`config.mk`:
```
export PLATFORM = sky130hd
export DESIGN_NAME = word_boundary_text_search_flat
export DESIGN_NICKNAME = d
export VERILOG_FILES = /design/src/rtl/core/wbs_pkg.sv /design/src/rtl/core/wbs_if.sv /design/src/rtl/core/wbs_front.sv /design/src/rtl/core/wbs_fifo.sv /design/src/rtl/core/wbs_back.sv /design/src/rtl/core/word_boundary_text_search.sv /design/src/flat_wrapper.sv
export SDC_FILE = /design/constraint.sdc
export NUM_CORES = 1
export LEC_CHECK = 0
export BUFFER_PORTS_ARGS = -buffer_cell sky130_fd_sc_hd__buf_2
export CAP_MARGIN = 30
export CORE_AREA = 3 3 263 265
export DETAILED_ROUTE_END_ITERATION = 12
export DIE_AREA = 0 0 266 268
export HOLD_SLACK_MARGIN = 0.08
export PLACE_DENSITY = 0.55
export SLEW_MARGIN = 30
export SYNTH_ARGS = -nofsm -noshare
export SYNTH_HDL_FRONTEND = slang
export SYNTH_SLANG_ARGS = --single-unit
```
`constraint.sdc`:
```
create_clock -name clk_i -period 5.9 [get_ports clk_i]
set_input_delay 0.295 -clock clk_i [delete_from_list [all_inputs] [get_ports clk_i]]
set_output_delay 0.295 -clock clk_i [all_outputs]
set_load 0.01 [all_outputs]
```
`src/rtl/core/wbs_pkg.sv`:
```
// Package for the word boundary text search: shared constants, codes and
// byte classification helpers.
// Depends on nothing; every other file of the block but wbs_if imports it.
package wbs_pkg;

  // Default sizes handed down from the top level.
  localparam int unsigned MAX_WORD_DEF    = 16;
  localparam int unsigned MAX_TEXT_DEF    = 65536;
  localparam int unsigned QUEUE_DEPTH_DEF = 4;

  // Configuration port.
  localparam int unsigned CFG_INDEX_W = 2;
  localparam int unsigned CFG_DATA_W  = 64;
  localparam int unsigned WLEN_W      = 5;
  localparam int unsigned OFFSET_W    = 16;

  localparam logic [CFG_INDEX_W-1:0] CFG_WORD_LOW  = 2'd0;
  localparam logic [CFG_INDEX_W-1:0] CFG_WORD_HIGH = 2'd1;
  localparam logic [CFG_INDEX_W-1:0] CFG_WORD_LEN  = 2'd2;

  typedef struct packed {
    logic [CFG_DATA_W-1:0] word_low;
    logic [CFG_DATA_W-1:0] word_high;
    logic [WLEN_W-1:0]     word_len;
  } cfg_t;

  // Token class state codes.
  localparam int unsigned TOK_W = 2;
  localparam logic [TOK_W-1:0] CLS_START  = 2'd0;
  localparam logic [TOK_W-1:0] CLS_DIGIT  = 2'd1;
  localparam logic [TOK_W-1:0] CLS_LETTER = 2'd2;
  localparam logic [TOK_W-1:0] CLS_SKIP   = 2'd3;

  // What the front part makes of one incoming byte.
  typedef enum logic [1:0] {
    KIND_KEEP,
    KIND_END,
    KIND_IGNORE
  } kind_e;

  // Queue entry width apart from the position field: kind, byte and last.
  localparam int unsigned ENTRY_FIXED_W = 2 + 8 + 1;

  // Character constants.
  localparam logic [7:0] CH_SPACE   = 8'h20;
  localparam logic [7:0] CH_ZERO    = 8'h30;
  localparam logic [7:0] CH_NINE    = 8'h39;
  localparam logic [7:0] CH_UPPER_A = 8'h41;
  localparam logic [7:0] CH_UPPER_Z = 8'h5A;
  localparam logic [7:0] CH_LOWER_A = 8'h61;
  localparam logic [7:0] CH_LOWER_Z = 8'h7A;
  localparam logic [7:0] CASE_STEP  = 8'h20;

  // Two-byte Latin letter ranges.
  localparam logic [7:0] LEAD_C3      = 8'hC3;
  localparam logic [7:0] LEAD_C4      = 8'hC4;
  localparam logic [7:0] LEAD_C9      = 8'hC9;
  localparam logic [7:0] LEAD_CA      = 8'hCA;
  localparam logic [7:0] TIMES_SIGN   = 8'h97;
  localparam logic [7:0] DIVIDE_SIGN  = 8'hB7;
  localparam logic [7:0] CONT_LOW     = 8'h80;
  localparam logic [7:0] CONT_HIGH    = 8'hBF;
  localparam logic [7:0] CA_CONT_HIGH = 8'hAF;

  function automatic logic is_digit(logic [7:0] c);
    return (c >= CH_ZERO) && (c <= CH_NINE);
  endfunction

  function automatic logic is_ascii_letter(logic [7:0] c);
    return ((c >= CH_LOWER_A) && (c <= CH_LOWER_Z)) ||
           ((c >= CH_UPPER_A) && (c <= CH_UPPER_Z));
  endfunction

  function automatic logic is_wide_letter(logic [7:0] lead, logic [7:0] nxt);
    logic cont;
    cont = (nxt >= CONT_LOW) && (nxt <= CONT_HIGH);
    if (!cont) return 1'b0;
    if (lead == LEAD_C3) return (nxt != TIMES_SIGN) && (nxt != DIVIDE_SIGN);
    if ((lead >= LEAD_C4) && (lead <= LEAD_C9)) return 1'b1;
    if (lead == LEAD_CA) return nxt <= CA_CONT_HIGH;
    return 1'b0;
  endfunction

  function automatic logic [TOK_W-1:0] classify(logic [7:0] cur, logic [7:0] nxt);
    if (is_digit(cur)) return CLS_DIGIT;
    if (is_ascii_letter(cur)) return CLS_LETTER;
    if (is_wide_letter(cur, nxt)) return CLS_SKIP;
    return CLS_START;
  endfunction

  function automatic logic [7:0] to_lower(logic [7:0] c);
    if ((c >= CH_UPPER_A) && (c <= CH_UPPER_Z)) return c + CASE_STEP;
    return c;
  endfunction

endpackage

```
`src/rtl/core/wbs_if.sv`:
```
// Channel interfaces of the word boundary text search: the text byte
// channel and the result channel, each with valid/ready handshake.
// Depends on nothing.
interface wbs_byte_if;
  logic       valid;
  logic       ready;
  logic [7:0] text_byte;
  logic       last;

  modport source (output valid, text_byte, last, input ready);
  modport sink (input valid, text_byte, last, output ready);
endinterface

interface wbs_result_if;
  logic        valid;
  logic        ready;
  logic        found;
  logic [15:0] offset;

  modport source (output valid, found, offset, input ready);
  modport sink (input valid, found, offset, output ready);
endinterface

```
`src/rtl/core/wbs_front.sv`:
```
// Front part of the word boundary text search: takes text bytes, tracks the
// text end and length cut, and pushes classified entries into the queue.
// Depends on wbs_pkg and wbs_if.
module wbs_front import wbs_pkg::*; #(
  parameter int unsigned MAX_TEXT = MAX_TEXT_DEF,
  localparam int unsigned POS_W   = $clog2(MAX_TEXT),
  localparam int unsigned ENTRY_W = ENTRY_FIXED_W + POS_W
) (
  input  logic               clk_i,
  input  logic               rst_ni,
  wbs_byte_if.sink           text_i,
  output logic               push_o,
  output logic [ENTRY_W-1:0] push_data_o,
  input  logic               push_ready_i
);

  localparam int unsigned CNT_W = $clog2(MAX_TEXT + 1);

  typedef struct packed {
    kind_e            kind;
    logic [7:0]       text_byte;
    logic             last;
    logic [POS_W-1:0] pos;
  } entry_t;

  logic             ended_q, ended_d;
  logic [CNT_W-1:0] cnt_q, cnt_d;
  logic             fire;
  entry_t           entry;

  always_comb begin
    entry.text_byte = text_i.text_byte;
    entry.last      = text_i.last;
    entry.pos       = cnt_q[POS_W-1:0];
    if (ended_q) begin
      entry.kind = KIND_IGNORE;
    end else if ((text_i.text_byte == 8'd0) || (cnt_q >= CNT_W'(MAX_TEXT))) begin
      entry.kind = KIND_END;
    end else begin
      entry.kind = KIND_KEEP;
    end
  end

  // Bytes after the end of the text carry nothing, unless they close it.
  assign text_i.ready = push_ready_i;
  assign fire         = text_i.valid && push_ready_i;
  assign push_o       = fire && ((entry.kind != KIND_IGNORE) || text_i.last);
  assign push_data_o  = entry;

  always_comb begin
    ended_d = ended_q;
    cnt_d   = cnt_q;
    if (fire) begin
      if (text_i.last) begin
        ended_d = 1'b0;
        cnt_d   = '0;
      end else if (entry.kind == KIND_KEEP) begin
        cnt_d = cnt_q + CNT_W'(1);
      end else if (entry.kind == KIND_END) begin
        ended_d = 1'b1;
      end
    end
  end

  always_ff @(posedge clk_i or negedge rst_ni) begin
    if (!rst_ni) begin
      ended_q <= 1'b0;
      cnt_q   <= '0;
    end else begin
      ended_q <= ended_d;
      cnt_q   <= cnt_d;
    end
  end

endmodule

```
`src/rtl/core/wbs_fifo.sv`:
```
// Short queue between the front and back parts of the word boundary text
// search. Depends on wbs_pkg for its default depth.
module wbs_fifo import wbs_pkg::*; #(
  parameter int unsigned DATA_W = 8,
  parameter int unsigned DEPTH  = QUEUE_DEPTH_DEF
) (
  input  logic              clk_i,
  input  logic              rst_ni,
  input  logic              in_valid_i,
  output logic              in_ready_o,
  input  logic [DATA_W-1:0] in_data_i,
  output logic              out_valid_o,
  input  logic              out_ready_i,
  output logic [DATA_W-1:0] out_data_o
);

  localparam int unsigned AW = $clog2(DEPTH);

  logic [DATA_W-1:0] mem_q [DEPTH];
  logic [AW:0]       wr_q, rd_q;
  logic              full, empty, push, pop;

  assign empty       = (wr_q == rd_q);
  assign full        = (wr_q[AW-1:0] == rd_q[AW-1:0]) && (wr_q[AW] != rd_q[AW]);
  assign in_ready_o  = !full;
  assign out_valid_o = !empty;
  assign push        = in_valid_i && !full;
  assign pop         = out_ready_i && !empty;
  assign out_data_o  = mem_q[rd_q[AW-1:0]];

  always_ff @(posedge clk_i) begin
    if (push) begin
      mem_q[wr_q[AW-1:0]] <= in_data_i;
    end
  end

  always_ff @(posedge clk_i or negedge rst_ni) begin
    if (!rst_ni) begin
      wr_q <= '0;
      rd_q <= '0;
    end else begin
      if (push) wr_q <= wr_q + (AW+1)'(1);
      if (pop) rd_q <= rd_q + (AW+1)'(1);
    end
  end

endmodule

```
`src/rtl/core/wbs_back.sv`:
```
// Back part of the word boundary text search: holds the token state and the
// partial match vector, judges each byte once its successor is known, and
// registers the result. Depends on wbs_pkg and wbs_if.
module wbs_back import wbs_pkg::*; #(
  parameter int unsigned MAX_WORD = MAX_WORD_DEF,
  parameter int unsigned MAX_TEXT = MAX_TEXT_DEF,
  localparam int unsigned POS_W   = $clog2(MAX_TEXT),
  localparam int unsigned ENTRY_W = ENTRY_FIXED_W + POS_W
) (
  input  logic               clk_i,
  input  logic               rst_ni,
  input  cfg_t               cfg_i,
  input  logic               ent_valid_i,
  output logic               ent_ready_o,
  input  logic [ENTRY_W-1:0] ent_data_i,
  wbs_result_if.source       result_o
);

  localparam int unsigned LEN_W = $clog2(MAX_WORD + 1);

  typedef struct packed {
    kind_e            kind;
    logic [7:0]       text_byte;
    logic             last;
    logic [POS_W-1:0] pos;
  } entry_t;

  typedef struct packed {
    logic [TOK_W-1:0]    tok;
    logic [MAX_WORD-1:0] pm;
    logic                seen;
    logic [OFFSET_W-1:0] mpos;
  } judge_t;

  // One byte judged: token step, candidate flag and match vector update.
  function automatic judge_t judge(judge_t s, logic [7:0] cur, logic [7:0] nxt,
                                   logic [POS_W-1:0] pos,
                                   logic [8*MAX_WORD-1:0] word,
                                   logic [LEN_W-1:0] len);
    judge_t              r;
    logic                cand;
    logic [7:0]          lc;
    logic [MAX_WORD-1:0] eq, live, sel;
    r    = s;
    cand = 1'b0;
    unique case (s.tok)
      CLS_DIGIT: begin
        if (is_digit(cur)) begin
          r.tok = CLS_DIGIT;
        end else if (cur == CH_SPACE) begin
          r.tok = CLS_START;
        end else begin
          cand  = 1'b1;
          r.tok = classify(cur, nxt);
        end
      end
      CLS_LETTER: begin
        if (is_ascii_letter(cur)) begin
          r.tok = CLS_LETTER;
        end else if (is_wide_letter(cur, nxt)) begin
          r.tok = CLS_SKIP;
        end else if (cur == CH_SPACE) begin
          r.tok = CLS_START;
        end else begin
          cand  = 1'b1;
          r.tok = classify(cur, nxt);
        end
      end
      CLS_SKIP: begin
        r.tok = CLS_LETTER;
      end
      CLS_START: begin
        if ((cur == CH_SPACE) && (pos != '0)) begin
          r.tok = CLS_START;
        end else begin
          cand  = 1'b1;
          r.tok = classify(cur, nxt);
        end
      end
      default: r.tok = CLS_START;
    endcase
    lc = to_lower(cur);
    for (int i = 0; i < MAX_WORD; i++) begin
      eq[i]  = (word[8*i +: 8] == lc) && (LEN_W'(i) < len);
      sel[i] = (len == LEN_W'(i + 1));
    end
    live = (s.pm | MAX_WORD'(cand)) & eq;
    if ((|(live & sel)) && !s.seen) begin
      r.seen = 1'b1;
      r.mpos = OFFSET_W'(pos - POS_W'(len) + POS_W'(1));
    end
    r.pm = live << 1;
    return r;
  endfunction

  localparam judge_t JUDGE_RESET = '{tok: CLS_START, pm: '0, seen: 1'b0, mpos: '0};

  entry_t                ent;
  logic [2*CFG_DATA_W-1:0] word_all;
  logic [8*MAX_WORD-1:0] word;
  logic [LEN_W-1:0]      len;
  judge_t                st_q, st_d, st_a, st_b;
  logic [7:0]            prev_q, prev_d;
  logic [POS_W-1:0]      prevpos_q, prevpos_d;
  logic                  pend_q, pend_d;
  logic                  do_a, do_b, fire;
  logic [7:0]            nxt_a;
  logic                  out_valid_q, found_q, found_d;
  logic [OFFSET_W-1:0]   offset_q, offset_d;

  assign ent      = ent_data_i;
  assign word_all = {cfg_i.word_high, cfg_i.word_low};
  assign word     = word_all[8*MAX_WORD-1:0];
  assign len      = (cfg_i.word_len > WLEN_W'(MAX_WORD)) ? LEN_W'(MAX_WORD)
                                                         : LEN_W'(cfg_i.word_len);

  // A result can only be taken into the output register once it is free.
  assign ent_ready_o = !(ent.last && out_valid_q && !result_o.ready);
  assign fire        = ent_valid_i && ent_ready_o;

  // The pending byte is judged against the new byte, or against an end.
  // A kept byte that also closes the text is judged straight after.
  assign do_a  = pend_q && (ent.kind != KIND_IGNORE || ent.last);
  assign nxt_a = (ent.kind == KIND_KEEP) ? ent.text_byte : 8'd0;
  assign do_b  = (ent.kind == KIND_KEEP) && ent.last;
  assign st_a  = do_a ? judge(st_q, prev_q, nxt_a, prevpos_q, word, len) : st_q;
  assign st_b  = do_b ? judge(st_a, ent.text_byte, 8'd0, ent.pos, word, len) : st_a;

  always_comb begin
    st_d      = st_q;
    prev_d    = prev_q;
    prevpos_d = prevpos_q;
    pend_d    = pend_q;
    found_d   = found_q;
    offset_d  = offset_q;
    if (fire) begin
      if (ent.last) begin
        st_d      = JUDGE_RESET;
        prev_d    = 8'd0;
        prevpos_d = '0;
        pend_d    = 1'b0;
        if (len == '0) begin
          found_d  = 1'b1;
          offset_d = '0;
        end else begin
          found_d  = st_b.seen;
          offset_d = st_b.seen ? st_b.mpos : '0;
        end
      end else begin
        st_d = st_b;
        case (ent.kind)
          KIND_KEEP: begin
            prev_d    = ent.text_byte;
            prevpos_d = ent.pos;
            pend_d    = 1'b1;
          end
          KIND_END: pend_d = 1'b0;
          default: pend_d = pend_q;
        endcase
      end
    end
  end

  always_ff @(posedge clk_i or negedge rst_ni) begin
    if (!rst_ni) begin
      st_q        <= JUDGE_RESET;
      prev_q      <= 8'd0;
      prevpos_q   <= '0;
      pend_q      <= 1'b0;
      out_valid_q <= 1'b0;
    end else begin
      st_q      <= st_d;
      prev_q    <= prev_d;
      prevpos_q <= prevpos_d;
      pend_q    <= pend_d;
      if (fire && ent.last) begin
        out_valid_q <= 1'b1;
      end else if (result_o.ready) begin
        out_valid_q <= 1'b0;
      end
    end
  end

  always_ff @(posedge clk_i) begin
    found_q  <= found_d;
    offset_q <= offset_d;
  end

  assign result_o.valid  = out_valid_q;
  assign result_o.found  = found_q;
  assign result_o.offset = offset_q;

  a_clear_after_last: assert property (@(posedge clk_i) disable iff (!rst_ni)
    (fire && ent.last) |=> (!pend_q && (st_q.tok == CLS_START) && (st_q.pm == '0)
                            && !st_q.seen))
    else $error("search state not cleared after the closing transaction");

  a_offset_zero_when_missing: assert property (@(posedge clk_i) disable iff (!rst_ni)
    (out_valid_q && !found_q) |-> (offset_q == '0))
    else $error("non-zero offset reported without a match");

  a_result_from_last: assert property (@(posedge clk_i) disable iff (!rst_ni)
    $rose(out_valid_q) |-> $past(fire && ent.last))
    else $error("result raised without a closing queue entry");

endmodule

```
`src/rtl/core/word_boundary_text_search.sv`:
```
// Word search at token starts over a byte stream. The block takes one text
// byte per cycle without pause, also across text boundaries, while the result
// side keeps up; once the last byte of a text is accepted, it passes through
// the queue, and the back part registers its result. A waiting result
// stalls the back part only at a following closing byte; ordinary text bytes
// keep being accepted until the queue in front of it is full. The rate is set
// by the back part, which judges one queue entry per cycle unless stalled; a
// four-entry queue between the front and back parts absorbs result stalls. A
// byte is judged once its successor is known, so the word match lags the
// input by one byte. Configure the word only while no text is in flight.
module word_boundary_text_search import wbs_pkg::*; #(
  parameter int unsigned MAX_WORD    = MAX_WORD_DEF,
  parameter int unsigned MAX_TEXT    = MAX_TEXT_DEF,
  parameter int unsigned QUEUE_DEPTH = QUEUE_DEPTH_DEF
) (
  input  logic                   clk_i,
  input  logic                   rst_ni,
  input  logic                   cfg_we_i,
  input  logic [CFG_INDEX_W-1:0] cfg_index_i,
  input  logic [CFG_DATA_W-1:0]  cfg_wdata_i,
  wbs_byte_if.sink               text_i,
  wbs_result_if.source           result_o
);

  localparam int unsigned POS_W   = $clog2(MAX_TEXT);
  localparam int unsigned ENTRY_W = ENTRY_FIXED_W + POS_W;

  cfg_t               cfg_q;
  logic               push, push_ready, ent_valid, ent_ready;
  logic [ENTRY_W-1:0] push_data, ent_data;

  always_ff @(posedge clk_i or negedge rst_ni) begin
    if (!rst_ni) begin
      cfg_q <= '0;
    end else if (cfg_we_i) begin
      unique case (cfg_index_i)
        CFG_WORD_LOW:  cfg_q.word_low  <= cfg_wdata_i;
        CFG_WORD_HIGH: cfg_q.word_high <= cfg_wdata_i;
        CFG_WORD_LEN:  cfg_q.word_len  <= cfg_wdata_i[WLEN_W-1:0];
        default: cfg_q <= cfg_q;
      endcase
    end
  end

  wbs_front #(
    .MAX_TEXT (MAX_TEXT)
  ) u_front (
    .clk_i        (clk_i),
    .rst_ni       (rst_ni),
    .text_i       (text_i),
    .push_o       (push),
    .push_data_o  (push_data),
    .push_ready_i (push_ready)
  );

  wbs_fifo #(
    .DATA_W (ENTRY_W),
    .DEPTH  (QUEUE_DEPTH)
  ) u_fifo (
    .clk_i       (clk_i),
    .rst_ni      (rst_ni),
    .in_valid_i  (push),
    .in_ready_o  (push_ready),
    .in_data_i   (push_data),
    .out_valid_o (ent_valid),
    .out_ready_i (ent_ready),
    .out_data_o  (ent_data)
  );

  wbs_back #(
    .MAX_WORD (MAX_WORD),
    .MAX_TEXT (MAX_TEXT)
  ) u_back (
    .clk_i       (clk_i),
    .rst_ni      (rst_ni),
    .cfg_i       (cfg_q),
    .ent_valid_i (ent_valid),
    .ent_ready_o (ent_ready),
    .ent_data_i  (ent_data),
    .result_o    (result_o)
  );

endmodule
```
`src/flat_wrapper.sv`:
```
// flat-port wrapper written by rule: the top's interface ports become plain ports
module word_boundary_text_search_flat import wbs_pkg::*;
#(
  parameter int unsigned MAX_WORD    = MAX_WORD_DEF,
  parameter int unsigned MAX_TEXT    = MAX_TEXT_DEF,
  parameter int unsigned QUEUE_DEPTH = QUEUE_DEPTH_DEF
)
  (clk_i, rst_ni, cfg_we_i, cfg_index_i, cfg_wdata_i, text_i_valid, text_i_text_byte, text_i_last, text_i_ready, result_o_valid, result_o_found, result_o_offset, result_o_ready);
  wbs_byte_if text_i_i ();
  wbs_result_if result_o_i ();
  input  logic clk_i;
  input  logic rst_ni;
  input  logic cfg_we_i;
  input  logic [CFG_INDEX_W-1:0] cfg_index_i;
  input  logic [CFG_DATA_W-1:0] cfg_wdata_i;
  input wire logic [$bits(text_i_i.valid)-1:0] text_i_valid;
  input wire logic [$bits(text_i_i.text_byte)-1:0] text_i_text_byte;
  input wire logic [$bits(text_i_i.last)-1:0] text_i_last;
  output wire logic [$bits(text_i_i.ready)-1:0] text_i_ready;
  output wire logic [$bits(result_o_i.valid)-1:0] result_o_valid;
  output wire logic [$bits(result_o_i.found)-1:0] result_o_found;
  output wire logic [$bits(result_o_i.offset)-1:0] result_o_offset;
  input wire logic [$bits(result_o_i.ready)-1:0] result_o_ready;
  assign text_i_i.valid = text_i_valid;
  assign text_i_i.text_byte = text_i_text_byte;
  assign text_i_i.last = text_i_last;
  assign text_i_ready = text_i_i.ready;
  assign result_o_valid = result_o_i.valid;
  assign result_o_found = result_o_i.found;
  assign result_o_offset = result_o_i.offset;
  assign result_o_i.ready = result_o_ready;
  word_boundary_text_search #(.MAX_WORD(MAX_WORD), .MAX_TEXT(MAX_TEXT), .QUEUE_DEPTH(QUEUE_DEPTH)) u_core (.clk_i(clk_i), .rst_ni(rst_ni), .cfg_we_i(cfg_we_i), .cfg_index_i(cfg_index_i), .cfg_wdata_i(cfg_wdata_i), .text_i(text_i_i), .result_o(result_o_i));
endmodule
```
== Word level (Yosys, flattened, before mapping) ==
Memory sizes are Yosys's and may differ from the RTL's.
Index checks and enable logic that the tools add are counted.
Word-level totals
  output and inout port bits: 19
  register bits: 235
  memory bits (writable): 108
  logic and storage cells: 666
  input port bits: 80
  memories: 1
Memory list
  u_core.u_fifo.mem_q: depth 4, width 27, read ports 1, clocked after Yosys merged registers in 0, wr ports 1, RTL line wbs_fifo.sv:19  | logic [DATA_W-1:0] mem_q [DEPTH];
Operators by class
  muxes and demuxes: 431
  equality and inequality tests: 72
  order comparisons: 37
  reductions and logical operators: 92
  bitwise operators: 7
  add/subtract/negate cells: 9
Operators with widths (number)
  1-bit two-way mux: 366
  8-bit == test: 32
  35-bit two-way mux: 3
  2-bit two-way mux: 43
  17-bit two-way mux: 4
  16-bit AND: 4
  1-bit logical AND: 56
  8-bit two-way mux: 7
  5-bit by 4-bit == test with 1-bit output (second input constant): 8
  4-bit by 5-bit < comparator with 1-bit output (first input constant): 8
  16-bit by 1-bit adder with 16-bit output (second input constant): 2
  8-bit == test (second input constant): 4
  8-bit by 7-bit greater-or-equal comparator with 1-bit output (second input constant): 4
  8-bit by 7-bit less-or-equal comparator with 1-bit output (second input constant): 4
  8-bit less-or-equal comparator (second input constant): 4
  16-bit two-way mux: 2
  16-bit by 1-bit OR with 16-bit output: 2
  16-bit nonzero test: 2
  16-bit OR reduction: 2
  16-bit by 5-bit subtractor with 16-bit output: 2
  8-bit greater-or-equal comparator (second input constant): 3
  5-bit by 3-bit == test with 1-bit output (second input constant): 4
  3-bit by 5-bit < comparator with 1-bit output (first input constant): 4
  17-bit by 1-bit adder with 17-bit output (second input constant): 1
  other kinds (34): 77

== Longest topological paths before layout ==
An unclocked memory read counts as a cell.
  depth in word-level cells: 174
  depth in mapped cells: 20
  mapped depth without buffers: 17

== Cells and area by module ==
Synthesis repeated with hierarchy kept, for this count alone.
Unflattened totals
  cells, all modules: 1872
  area total of the unflattened synthesis: 21251.6 um2
Modules (own cells, without submodules)
  wbs_back: cells each 1261, instances 1, sequential area each 2037.0 um2, area each 10269.8 um2
  word_boundary_text_search: cells each 283, instances 1, sequential area each 3328.2 um2, area each 5360.1 um2
  wbs_fifo: cells each 188, instances 1, sequential area each 3393.3 um2, area each 4355.4 um2
  wbs_front: cells each 140, instances 1, sequential area each 450.4 um2, area each 1266.2 um2

== Least setup slack after synthesis ==
No wires, ideal clock.
  kind: reg-to-reg
  from: register u_core.u_fifo.rd_q[0]
  to: register u_core.u_back.offset_q[6], in the netlist u_core.u_back.result_o.offset[6], data pin
  buffers on the path: 6
  required time: 5637 ps
  stages on the path, launching flop included: 18
  arrival: 4201 ps
  clock period less this slack: 4464 ps
  path slack: 1436 ps
  setup time: 263 ps
  path through: dfrtp_1 > buf_6 > mux4_2 > buf_2 > buf_1 > ha_1 > nor2_1 > buf_2 > xnor2_1 > nor3_1 > o2111ai_1 > o32ai_1 > a2111o_1 > o31a_1 > buf_4 > o21ai_4 > buf_4 > a211oi_1
On the way
  cells in the longest elaborated chain, start to end: 45
  elaborated cells on any way between the ends: 213
Ends and longest elaborated chain
  start, declared: RTL line wbs_fifo.sv:20  | logic [AW:0] wr_q, rd_q;
  start signal, assigned: RTL line wbs_fifo.sv:43  | if (pop) rd_q <= rd_q + (AW+1)'(1);
  memory 4 x 27 bit (*)
  2-bit logical NOT: RTL line wbs_back.sv:124, wbs_back.sv:125
  8-bit two-way mux: RTL line wbs_back.sv:124  | assign nxt_a = (ent.kind == KIND_KEEP) ? ent.text_byte : 8'd0;
  8-bit greater-or-equal comparator or 8-bit less-or-equal comparator (tied branches): RTL line wbs_pkg.sv:76  | cont = (nxt >= CONT_LOW) && (nxt <= CONT_HIGH);
  1-bit logical AND: RTL line wbs_pkg.sv:76
  1-bit two-way mux: RTL line wbs_pkg.sv:77  | if (!cont) return 1'b0;
  1-bit two-way mux: RTL line wbs_pkg.sv:87  | if (is_wide_letter(cur, nxt)) return CLS_SKIP;
  1-bit two-way mux: RTL line wbs_pkg.sv:86  | if (is_ascii_letter(cur)) return CLS_LETTER;
  [29 not listed]
  16-bit AND: RTL line wbs_back.sv:87  | live = (s.pm | MAX_WORD'(cand)) & eq;
  16-bit AND: RTL line wbs_back.sv:88  | if ((|(live & sel)) && !s.seen) begin
  16-bit OR reduction: RTL line wbs_back.sv:88
  1-bit logical AND: RTL line wbs_back.sv:88
  17-bit two-way mux: RTL line wbs_back.sv:88
  35-bit two-way mux (*): RTL line wbs_back.sv:127  | assign st_b = do_b ? judge(st_a, ent.text_byte, 8'd0, ent.pos, word, len) : st_a;
  1-bit NOT (no source line)
  2-bit OR reduction (no source line)
  end signal, assigned: RTL line wbs_back.sv:186  | offset_q <= offset_d;
  end, declared: RTL line wbs_back.sv:109  | logic [OFFSET_W-1:0] offset_q, offset_d;
Every way passes the cells marked *; elsewhere a longest branch is shown, timed or not. The select of a mux whose other input is x is not followed.
A chain may end at the register's enable or synchronous reset.

== Worst setup path in the final report ==
  from: register u_core.u_fifo.rd_q[0]
  to: register u_core.u_back.offset_q[13], in the netlist u_core.u_back.result_o.offset[13], data pin
The elaborated chain is that of the path after synthesis.

==> summary.txt <==
Post-synth EDFFs: 125
First-pass GRT wire length: 98440 um
Number of cells after detailed placement: 2732
Sw Share: 43.79%
Total power: 12.42 mW
Worst hold path type: in -> async
Routed WL: 65300 um
Initial antenna violation count: 3
Die H: 268 um
Synth Register Bits: 343
Ports: 99
Int Pwr: 6.979 mW
Power Dens Cells: 520.0 mW/mm^2
Layout Utilization: 35.62%
Core Box Area: 0.06704 sq mm
FF+latch area: 0.009210 sq mm
Post-CTS Setup Repair Bufs: 0
Site Rows: 95
Clock transition at the registers of the reported paths: 0.07 ns
Setup Total Neg Slack: 0 ns
Met2 WL post-DR: 30070 um
RSZ-0062 raised after global routing: false
Syn Std Cell Area: 0.02011 sq mm
Final net count: 2114
Total iterations of the first detailed-routing run: 5
H-tree Lvls: 2
Worst-Skew Late Latency: 0.58 ns
Layout Skew: 0.02885 ns
Max layer used: met4
Multi-input gate area: 0.01027 sq mm
Clock Path Buffers: 3
Metal3 WL: 2970 um
Max-cap viol count: 0
Fin. Hold Viols: 0
Sequential Power Share: 28.8%
Worst Max-Slew Pin Slew: 0.9887 ns
Max frequency: 190.6 MHz
DIE AREA: 0.07129 sq mm
Worst Setup End Kind: flip-flop
Gr ovfl total: 0
Minimum clock period: 5.247 ns
CP Class: reg -> reg
RD Place Congestion: 0.9626
Post-cts sizing count: 0
Register area share after synthesis: 45.80%
Largest net degree at the start of global routing: 116
Static leakage: 9.308 nW
# DRC: 0
Top_reg_cell synth: dfrtp_1
Post-route ant nets: 0
Clock Power Share: 19.9%
Routed vias: 15139
Post-DP HPWL: 47700 um
Vias in the first global route: 15237
Initial core utilization: 29.99%
Avg Cell Area, Syn: 11.14 sq um
Max IR drop VDD: 0.0003052 V
Syn nets: 1945
Wire length on met1: 30700 um
Relative slew margins: 34.08%
Post-synthesis cell type count: 83
CTS sink cnt: 343
Worst EP required: 6.28 ns
Port Buffers: 98
Die Wd: 266 um
CTS root buf: clkbuf_16
Initial DRC Count: 1045
Total track usage: 18.03%
Switch Pwr: 5.437 mW
Fin cells: 2878
Synth Instances: 1805
Max Transition Viols Final: 0
Share of layout cells above drive strength 1: 20.44%
Area grow syn2layout: 18.74%
Num CTS Buffers: 37
Fillers: 6619
Finish-stage setup viols: 0
Async S/R FF share, synth: 63.56%
CP startpoint kind: flip-flop
Avg WL per Cell: 22.69 um
CP Data Arrival Time: 5.63 ns
Crit Path Max Fanout: 15
Vias per inst: 5.260
Outcome: finished clean
Ys Warns: 0
Combinational power share: 51.3%
Hold buffer count at CTS: 75
CTS tree: built
Tcrit/Tclk final: 88.94%
state kept, by name, summed over array words and instances, names as in the netlist:
| register | cells |
|---|---|
| u_core.u_back.result_o.valid | 1 |
| u_core.u_back.result_o.found | 1 |
| u_core.u_back.st_q | 35 |
| u_core.u_front.cnt_q | 17 |
| u_core.u_fifo.rd_q | 3 |
| u_core.u_back.pend_q | 1 |
| u_core.u_fifo.wr_q | 3 |
| u_core.cfg_q | 133 |
| u_core.u_fifo.mem_q | 108 |
| u_core.u_front.ended_q | 1 |
| u_core.u_back.result_o.offset | 16 |
| u_core.u_back.prevpos_q | 16 |
| u_core.u_back.prev_q | 8 |
cells in the mapped netlist, types with 48 or more instances:
cell type	n	area, sq um
dfrtp_1	218	5455
inv_1	57	214.0
nor2_1	76	285.3
ha_1	58	725.7
a21oi_1	48	240.2
edfxtp_1	125	3754
xor2_1	132	1156
mux2_2	134	1509
clkbuf_1	61	229.0
nand2_1	98	367.9
xnor2_1	165	1445
o21ai_0	63	315.3
layer usage:
| metal | vias to the layer above | global-route usage, % |
|---|---|---|
| met4 | 0 | 4.624 |
| li1 | 6960 | - |
| met1 | 7667 | 25.58 |
| met2 | 430 | 29.39 |
| met3 | 82 | 2.152 |
| met5 | - | 0 |
cell usage in the layout, fill, tap and decap left out, types with 12 or more instances in the layout:
cell type	netlist	layout
inv_1	57	57
xnor2_1	165	165
o21ai_0	63	61
a21o_1	16	16
nor2b_1	13	13
nand3_1	45	45
buf_4	6	62
and2_1	15	14
ha_1	58	58
buf_2	12	97
clkbuf_16	0	39
a22o_1	34	34
dlygate4sd3_1	0	75
mux2_2	134	134
dfrtp_1	218	217
nand2_1	98	98
xor2_1	132	132
nor2_1	76	74
a211oi_1	19	19
nor4_1	35	35
nand2b_1	14	14
nor3_1	44	43
nor3b_1	14	12
mux4_2	26	26
a21oi_1	48	48
mux2i_1	21	21
nand4_1	44	44
and3_1	20	20
a31oi_1	12	12
edfxtp_1	125	125
o31ai_1	14	14
power by group through the flow:
stage               Clock [mW]  Combinational, mW  Sequential [mW]
finish                    2.47               6.37             3.58
global route              2.62               6.90             3.64
CTS                       2.54               6.32             3.58
detailed placement           0               6.25             3.62
global placement             0               6.17             3.61
floorplan                    0               4.43             3.38
cells by family (layout without fill, tap and decap cells):
logic type,count (synthesis),in the layout,share of synthesized area [%]
compound gates,310,310,10.99
xor+xnor,297,297,12.94
buf+inv,164,360,3.323
simple gates,449,449,11.63
fa+ha+maj,60,60,3.808
flops,343,343,45.80
mux,182,182,11.52
other cells,0,4,0
per-stage QoR:
step | setup WS (ns) | hold slack (ns) | area, sq um
2_1_floorplan | 1.436 | -0.0005911 | 20110
3_3_place_gp | 0.8672 | 0.4408 | 21760
3_5_place_dp | 0.6822 | 0.4557 | 21770
4_1_cts | 0.6493 | 0.2052 | 23840
5_1_grt | 0.3237 | 0.2165 | 23870
6_report | 0.6527 | 0.2004 | 23880
layout make-up:
type,instances,area share [%]
Tap cell,873,4.575
Timing Repair Buffer,237,7.389
Clock buffer,52,4.543
Sequential cell,343,38.57
Inverter,57,0.8961
Antenna cell,4,0.04192
Multi-Input combinational cell,1298,43.02
Clock inverter,14,0.9590
final timing paths:
kind                                       start                                 to  slack, ns  cells after the start
max                        u_core.u_fifo.rd_q[0]  u_core.u_back.result_o.offset[13]       0.65                     14
min                                       rst_ni             u_core.u_back.st_q[27]       0.20                      2
max reg2reg                u_core.u_fifo.rd_q[0]  u_core.u_back.result_o.offset[13]       0.65                     14
min reg2reg                u_core.u_back.st_q[5]              u_core.u_back.st_q[5]       0.48                      2
max in group asynchronous                 rst_ni             u_core.u_back.st_q[23]       4.18                      4
min in group clk_i                result_o_ready             u_core.u_back.st_q[16]       0.23                      4
critical path, stage by stage (launching register included):
cell and delay (ns):
dfrtp_2 0.64, mux4_2 0.79, inv_1 0.19, ha_1 0.18, and3_1 0.22, a22oi_1 0.11, o21ai_2 0.77, buf_4 0.30
xor2_1 0.17, nand4_1 0.12, o32ai_1 0.32, a2111o_1 0.21, o31a_1 0.33, nand2_1 0.35, a211oi_1 0.33
Note: power is estimated with default switching activity, not from simulation.
